===== config.mk =====
export PLATFORM = sky130hd
export DESIGN_NAME = stid_ctrl
export DESIGN_NICKNAME = d
export VERILOG_FILES = /design/src/rtl/stid_pkg.sv /design/src/rtl/stid_ctrl.sv
export SDC_FILE = /design/constraint.sdc
export NUM_CORES = 1
export LEC_CHECK = 0
export BUFFER_PORTS_ARGS = -buffer_cell sky130_fd_sc_hd__clkbuf_2
export CELL_PAD_IN_SITES_DETAIL_PLACEMENT = 0
export CELL_PAD_IN_SITES_GLOBAL_PLACEMENT = 2
export CORE_AREA = 5 5 54 56
export DETAILED_ROUTE_END_ITERATION = 8
export DIE_AREA = 0 0 59 61
export PLACE_DENSITY = 0.84
export SYNTH_ARGS = -nofsm -noshare
export SYNTH_HDL_FRONTEND = slang
export SYNTH_SLANG_ARGS = --single-unit

===== constraint.sdc =====
create_clock -name clk -period 1.4 [get_ports clk]
set_input_delay 0.21 -clock clk [delete_from_list [all_inputs] [get_ports clk]]
set_output_delay 0.21 -clock clk [all_outputs]
set_load 0.005 [all_outputs]

===== src/rtl/stid_pkg.sv =====
// shared types and constants for the sorted table block
// operation and status codes, controller/datapath command and status structs
// no dependencies

package stid_pkg;

	localparam int DATA_W        = 32;
	localparam int OP_W          = 2;
	localparam int STATUS_W      = 2;
	localparam int INDEX_W       = 10;
	localparam int COUNT_OUT_W   = 11;
	localparam int DEPTH_DEFAULT = 1024;

	// operation codes
	typedef enum logic [OP_W-1:0] {
		OP_INSERT  = 2'd0,
		OP_DELETE  = 2'd1,
		OP_REPLACE = 2'd2,
		OP_READ    = 2'd3
	} op_t;

	// result status codes
	typedef enum logic [STATUS_W-1:0] {
		ST_OK        = 2'd0,
		ST_NOT_FOUND = 2'd1,
		ST_FULL      = 2'd2,
		ST_RANGE     = 2'd3
	} status_t;

	// table read address source
	typedef enum logic [1:0] {
		RA_INS   = 2'd0,
		RA_SCAN  = 2'd1,
		RA_INDEX = 2'd2
	} raddr_sel_t;

	// controller to datapath
	typedef struct packed {
		logic       load;        // capture the accepted item, clear the scan pointers, set j to the count
		logic       rd_en;       // issue a table read
		raddr_sel_t rd_sel;
		logic       ins_shift;   // move entry j-1 up to j, step j down
		logic       ins_place;   // write the new value at j, count up
		logic       scan_step;   // compaction step on the entry just read
		logic       scan_commit; // take the compacted count, start insert there
		logic       res_load;    // load the output register
		status_t    res_status;
		logic       res_use_rd;  // result carries the read data
	} cmd_t;

	// datapath to controller
	typedef struct packed {
		op_t  op;
		logic full;
		logic j_zero;
		logic less;
		logic i_end;
		logic found;
		logic idx_ok;
		logic out_free;
	} sts_t;

endpackage


===== src/rtl/stid_ctrl.sv =====
// controller of the sorted table: sequences insert, compaction scan and read
// depends on stid_pkg

module stid_ctrl (
	input  logic           clk,
	input  logic           arst_n,
	input  logic           in_valid,
	output logic           in_stall,
	input  stid_pkg::sts_t sts,
	output stid_pkg::cmd_t cmd
);

	typedef enum logic [2:0] {
		S_IDLE,
		S_DISP,
		S_INS_RD,
		S_INS_CMP,
		S_SCAN_RD,
		S_SCAN_CMP,
		S_SCAN_END,
		S_FIN
	} state_t;

	state_t            state_q;
	state_t            state_d;
	stid_pkg::status_t res_status_q;
	stid_pkg::status_t res_status_d;
	logic              res_use_rd_q;
	logic              res_use_rd_d;

	// next state and commands
	always_comb begin
		state_d        = state_q;
		res_status_d   = res_status_q;
		res_use_rd_d   = res_use_rd_q;
		cmd            = '0;
		cmd.res_status = res_status_q;
		cmd.res_use_rd = res_use_rd_q;

		unique case (state_q)
			S_IDLE: begin
				cmd.load     = in_valid;
				res_status_d = stid_pkg::ST_OK;
				res_use_rd_d = 1'b0;
				if (in_valid) begin
					state_d = S_DISP;
				end
			end
			S_DISP: begin
				unique case (sts.op)
					stid_pkg::OP_INSERT: begin
						if (sts.full) begin
							res_status_d = stid_pkg::ST_FULL;
							state_d      = S_FIN;
						end else begin
							state_d = S_INS_RD;
						end
					end
					stid_pkg::OP_DELETE, stid_pkg::OP_REPLACE: begin
						state_d = S_SCAN_RD;
					end
					stid_pkg::OP_READ: begin
						if (sts.idx_ok) begin
							cmd.rd_en    = 1'b1;
							cmd.rd_sel   = stid_pkg::RA_INDEX;
							res_use_rd_d = 1'b1;
						end else begin
							res_status_d = stid_pkg::ST_RANGE;
						end
						state_d = S_FIN;
					end
					default: state_d = S_FIN;
				endcase
			end
			// walk down from the top, moving larger entries up one place
			S_INS_RD: begin
				if (sts.j_zero) begin
					cmd.ins_place = 1'b1;
					state_d       = S_FIN;
				end else begin
					cmd.rd_en  = 1'b1;
					cmd.rd_sel = stid_pkg::RA_INS;
					state_d    = S_INS_CMP;
				end
			end
			S_INS_CMP: begin
				if (sts.less) begin
					cmd.ins_shift = 1'b1;
					state_d       = S_INS_RD;
				end else begin
					cmd.ins_place = 1'b1;
					state_d       = S_FIN;
				end
			end
			// compaction pass over all entries
			S_SCAN_RD: begin
				if (sts.i_end) begin
					state_d = S_SCAN_END;
				end else begin
					cmd.rd_en  = 1'b1;
					cmd.rd_sel = stid_pkg::RA_SCAN;
					state_d    = S_SCAN_CMP;
				end
			end
			S_SCAN_CMP: begin
				cmd.scan_step = 1'b1;
				state_d       = S_SCAN_RD;
			end
			S_SCAN_END: begin
				if (!sts.found) begin
					res_status_d = stid_pkg::ST_NOT_FOUND;
					state_d      = S_FIN;
				end else begin
					cmd.scan_commit = 1'b1;
					state_d = (sts.op == stid_pkg::OP_REPLACE) ? S_INS_RD : S_FIN;
				end
			end
			// wait for room in the output register
			S_FIN: begin
				if (sts.out_free) begin
					cmd.res_load = 1'b1;
					state_d      = S_IDLE;
				end
			end
			default: state_d = S_IDLE;
		endcase
	end

	// state and registered result code
	always_ff @(posedge clk or negedge arst_n) begin
		if (!arst_n) begin
			state_q      <= S_IDLE;
			res_status_q <= stid_pkg::ST_OK;
			res_use_rd_q <= 1'b0;
		end else begin
			state_q      <= state_d;
			res_status_q <= res_status_d;
			res_use_rd_q <= res_use_rd_d;
		end
	end

	assign in_stall = state_q != S_IDLE;

	// the insert walk never reads below entry zero
	a_ins_no_underflow: assert property (@(posedge clk) disable iff (!arst_n)
		(cmd.rd_en && cmd.rd_sel == stid_pkg::RA_INS) |-> !sts.j_zero)
		else $error("insert read below entry zero");

	// a result is only loaded when the output register can take it
	a_res_room: assert property (@(posedge clk) disable iff (!arst_n)
		cmd.res_load |-> sts.out_free)
		else $error("result loaded over a waiting result");

endmodule


==> impl_metrics.json <==
{
  "status": "complete, but fails checks",
  "violations": "negative setup slack",
  "ys_types": 27,
  "arrival_ps": 1380,
  "tightest_slew_ps": 304,
  "fin_util": 0.411,
  "vias_per_cell": 4.64,
  "antenna_cells": 0,
  "place_congestion": 0.785,
  "slowest_delay_ps": 450,
  "chipHeight_microns": 61,
  "finalMaxSlewViolations": 0,
  "crit_slowest_cell": "dfrtp_2",
  "drc_errors": 0,
  "crit_required_ps": 1190,
  "hold_violations": 0,
  "cts.htree.levels": 1,
  "synth_top_area_cell": "dfrtp_1",
  "maxCapViolations": 0,
  "routed_wl_microns": 1820,
  "fmax_mhz": 628,
  "multi_input_area_sq_um": 394,
  "start_kind": "flop",
  "avgSynthCellArea_sq_um": 8.12,
  "die_x_microns": 59,
  "synthTopCellsByArea": "dfrtp_1 (28%), ha_1 (9.2%), nor3_1 (4.6%)",
  "cts_buffers": 3,
  "setup_viol": 8,
  "grt_first_pass_wirelength_microns": 2750,
  "timing.final.crit_share": 1.14,
  "clock_sinks": 6,
  "finalCriticalPeriod_ps": 1590,
  "grt_max_degree": 8,
  "async_flop_share": 1.00,
  "synthCells": 67,
  "initial_core_util": 0.228,
  "pre_cts_ws_ps": -40.4,
  "r2r-start": "state_q[0]",
  "detail_route.wl_per_cell_microns": 12.6,
  "vias": 673,
  "endpoint_kind": "output port",
  "grt_pass1_vias": 638,
  "ys_seq_elements": 6,
  "rsz0062_at_grt": "true",
  "drt-pass1-iter-count": 4,
  "antenna_found_initial": 0,
  "synthTopCellsByCount": "dfrtp_1 (6), inv_1 (6), nor2_1 (6)",
  "synth_flop_cell": "dfrtp_1",
  "critical_path.max_fanout": 5,
  "path_delay_family": "flip-flops",
  "core_sq_um": 2390,
  "num_io_pins": 25,
  "layout_setup_ws_ps": -193,
  "path_clk_slew_ps": 40,
  "synth-edff-count": 0,
  "power_leakage_nw": 0.515,
  "hp-class": "input pin to flop",
  "ys_seq_area_frac": 0.276,
  "power_mw": 1.73,
  "min_from": "in_valid",
  "fill_cells": 263,
  "synth_top_area_frac": 0.276,
  "critical_path_class": "flop to output port",
  "layout-drive-gt1-share": 0.626,
  "die-area_sq_um": 3600,
  "clk_latency_ps": 240,
  "startpoint": "state_q[1]",
  "synth_warnings": 0,
  "clock_skew_ps": 0.149,
  "max_slew_margin": 0.795,
  "port_buffers": 24,
  "num_rows": 18,
  "antenna_left": 0,
  "ir_drop_v": 0.000526,
  "finalNetCount": 133,
  "clockBufferDepth": 2,
  "dp.final_hpwl_microns": 1390,
  "layout.area.seq_sq_um": 153,
  "gr-total-overflow": 0,
  "path_cells": "buf_6, nand2_4, nor3_2, or3_1, clkbuf_2",
  "syn2layout_area_growth_pct": 80.5,
  "synth_area_sq_um": 544,
  "cts_tree": "yes",
  "drt_iter0_markers": 6,
  "root_buffer": "clkbuf_4",
  "power.density_nw_per_um2": 1760,
  "crit_buf_inv": 2,
  "syn_nets": 83,
  "grt_util_all_layers": 0.102
}
## power breakdown
part | switching [mW] | internal [mW] | total (mW)
clock | 0.0558 | 0.0965 | 0.152
combinational | 0.561 | 0.657 | 1.22
sequential | 0.0997 | 0.257 | 0.356
## cells in the final DEF (no fill, tap or decap), types with 3 or more instances in the layout
cell / n
buf_6: 8
buf_2: 5
dfrtp_1: 4
clkbuf_2: 19
buf_4: 16
inv_1: 4
inv_2: 3
ha_1: 4
o21ai_0: 3
a21oi_1: 4
nor2_1: 5
nand2_4: 3
clkbuf_4: 3
## worst register-to-register path: stages, from the launching register on
cell      delay, ps
dfrtp_2         440
buf_6           150
buf_6           130
or3_4           390
a21o_1          180
o311ai_1         60
## final timing paths
kind / endpoint / slack (ps) / cells after the start
worst max register to register: res_status_q[0] / -50 / 5
worst min-delay path: state_q[0] / 260 / 2
max in group asynchronous: state_q[1] / 910 / 2
worst max-delay path: cmd[10] / -190 / 5
worst min register to register: res_use_rd_q / 510 / 2
min in group asynchronous: res_use_rd_q / 330 / 2
## registers in the layout (all words and copies together), names as in the netlist
| name | flops |
|---|---|
| res_status_q | 2 |
| state_q | 3 |
| res_use_rd_q | 1 |
## cell families (layout without fill, tap and decap cells)
| logic type | count (synthesis) | after routing | share of synthesized area |
|---|---|---|---|
| simple gates | 26 | 26 | 0.257 |
| compound gates | 17 | 17 | 0.218 |
| buf+inv | 12 | 60 | 0.117 |
| mux | 2 | 2 | 0.0391 |
| fa+ha+maj | 4 | 4 | 0.0920 |
| flops | 6 | 6 | 0.276 |
## layout make-up
type	count	share of cell area
multi-input combinational	49	0.401
inverter	8	0.0357
clock buffer	3	0.0229
timing repair buffer	49	0.346
tap	30	0.0382
sequential	6	0.155
## per-stage QoR
| step | hold slack, ps | TNS, ps | cell area, sq um | std cells |
|---|---|---|---|---|
| after floorplan | -85.6 | 0 | 544 | 67 |
| after global placement | 38.2 | -4.04 | 766 | 130 |
| after detailed placement | 42.1 | -44.8 | 766 | 130 |
| after CTS | 256 | -778 | 883 | 140 |
| after global routing | 249 | -1480 | 982 | 145 |
| final | 258 | -667 | 982 | 145 |
## layer usage
metal  vias up  track usage  wire length (microns)  share of wire
met5         -            0                      0              0
met4         0       0.0324                      0              0
met3         0       0.0340                    189           0.10
met2        30        0.158                    917           0.50
met1       312        0.135                    716           0.39
li1        331            -                      -              -
## timing repair
action / 4_1_cts / 5_1_grt
setup buffers: 6 / 7
cloned: 0 / 0
hold buffers: 1 / 0
pin swaps: 3 / 7
endpoints found under the setup margin: 9 / 13
hold endpoints to repair: 6 / 0
resized for setup: 12 / 24
No activity file was read; power rests on OpenSTA's default activity.
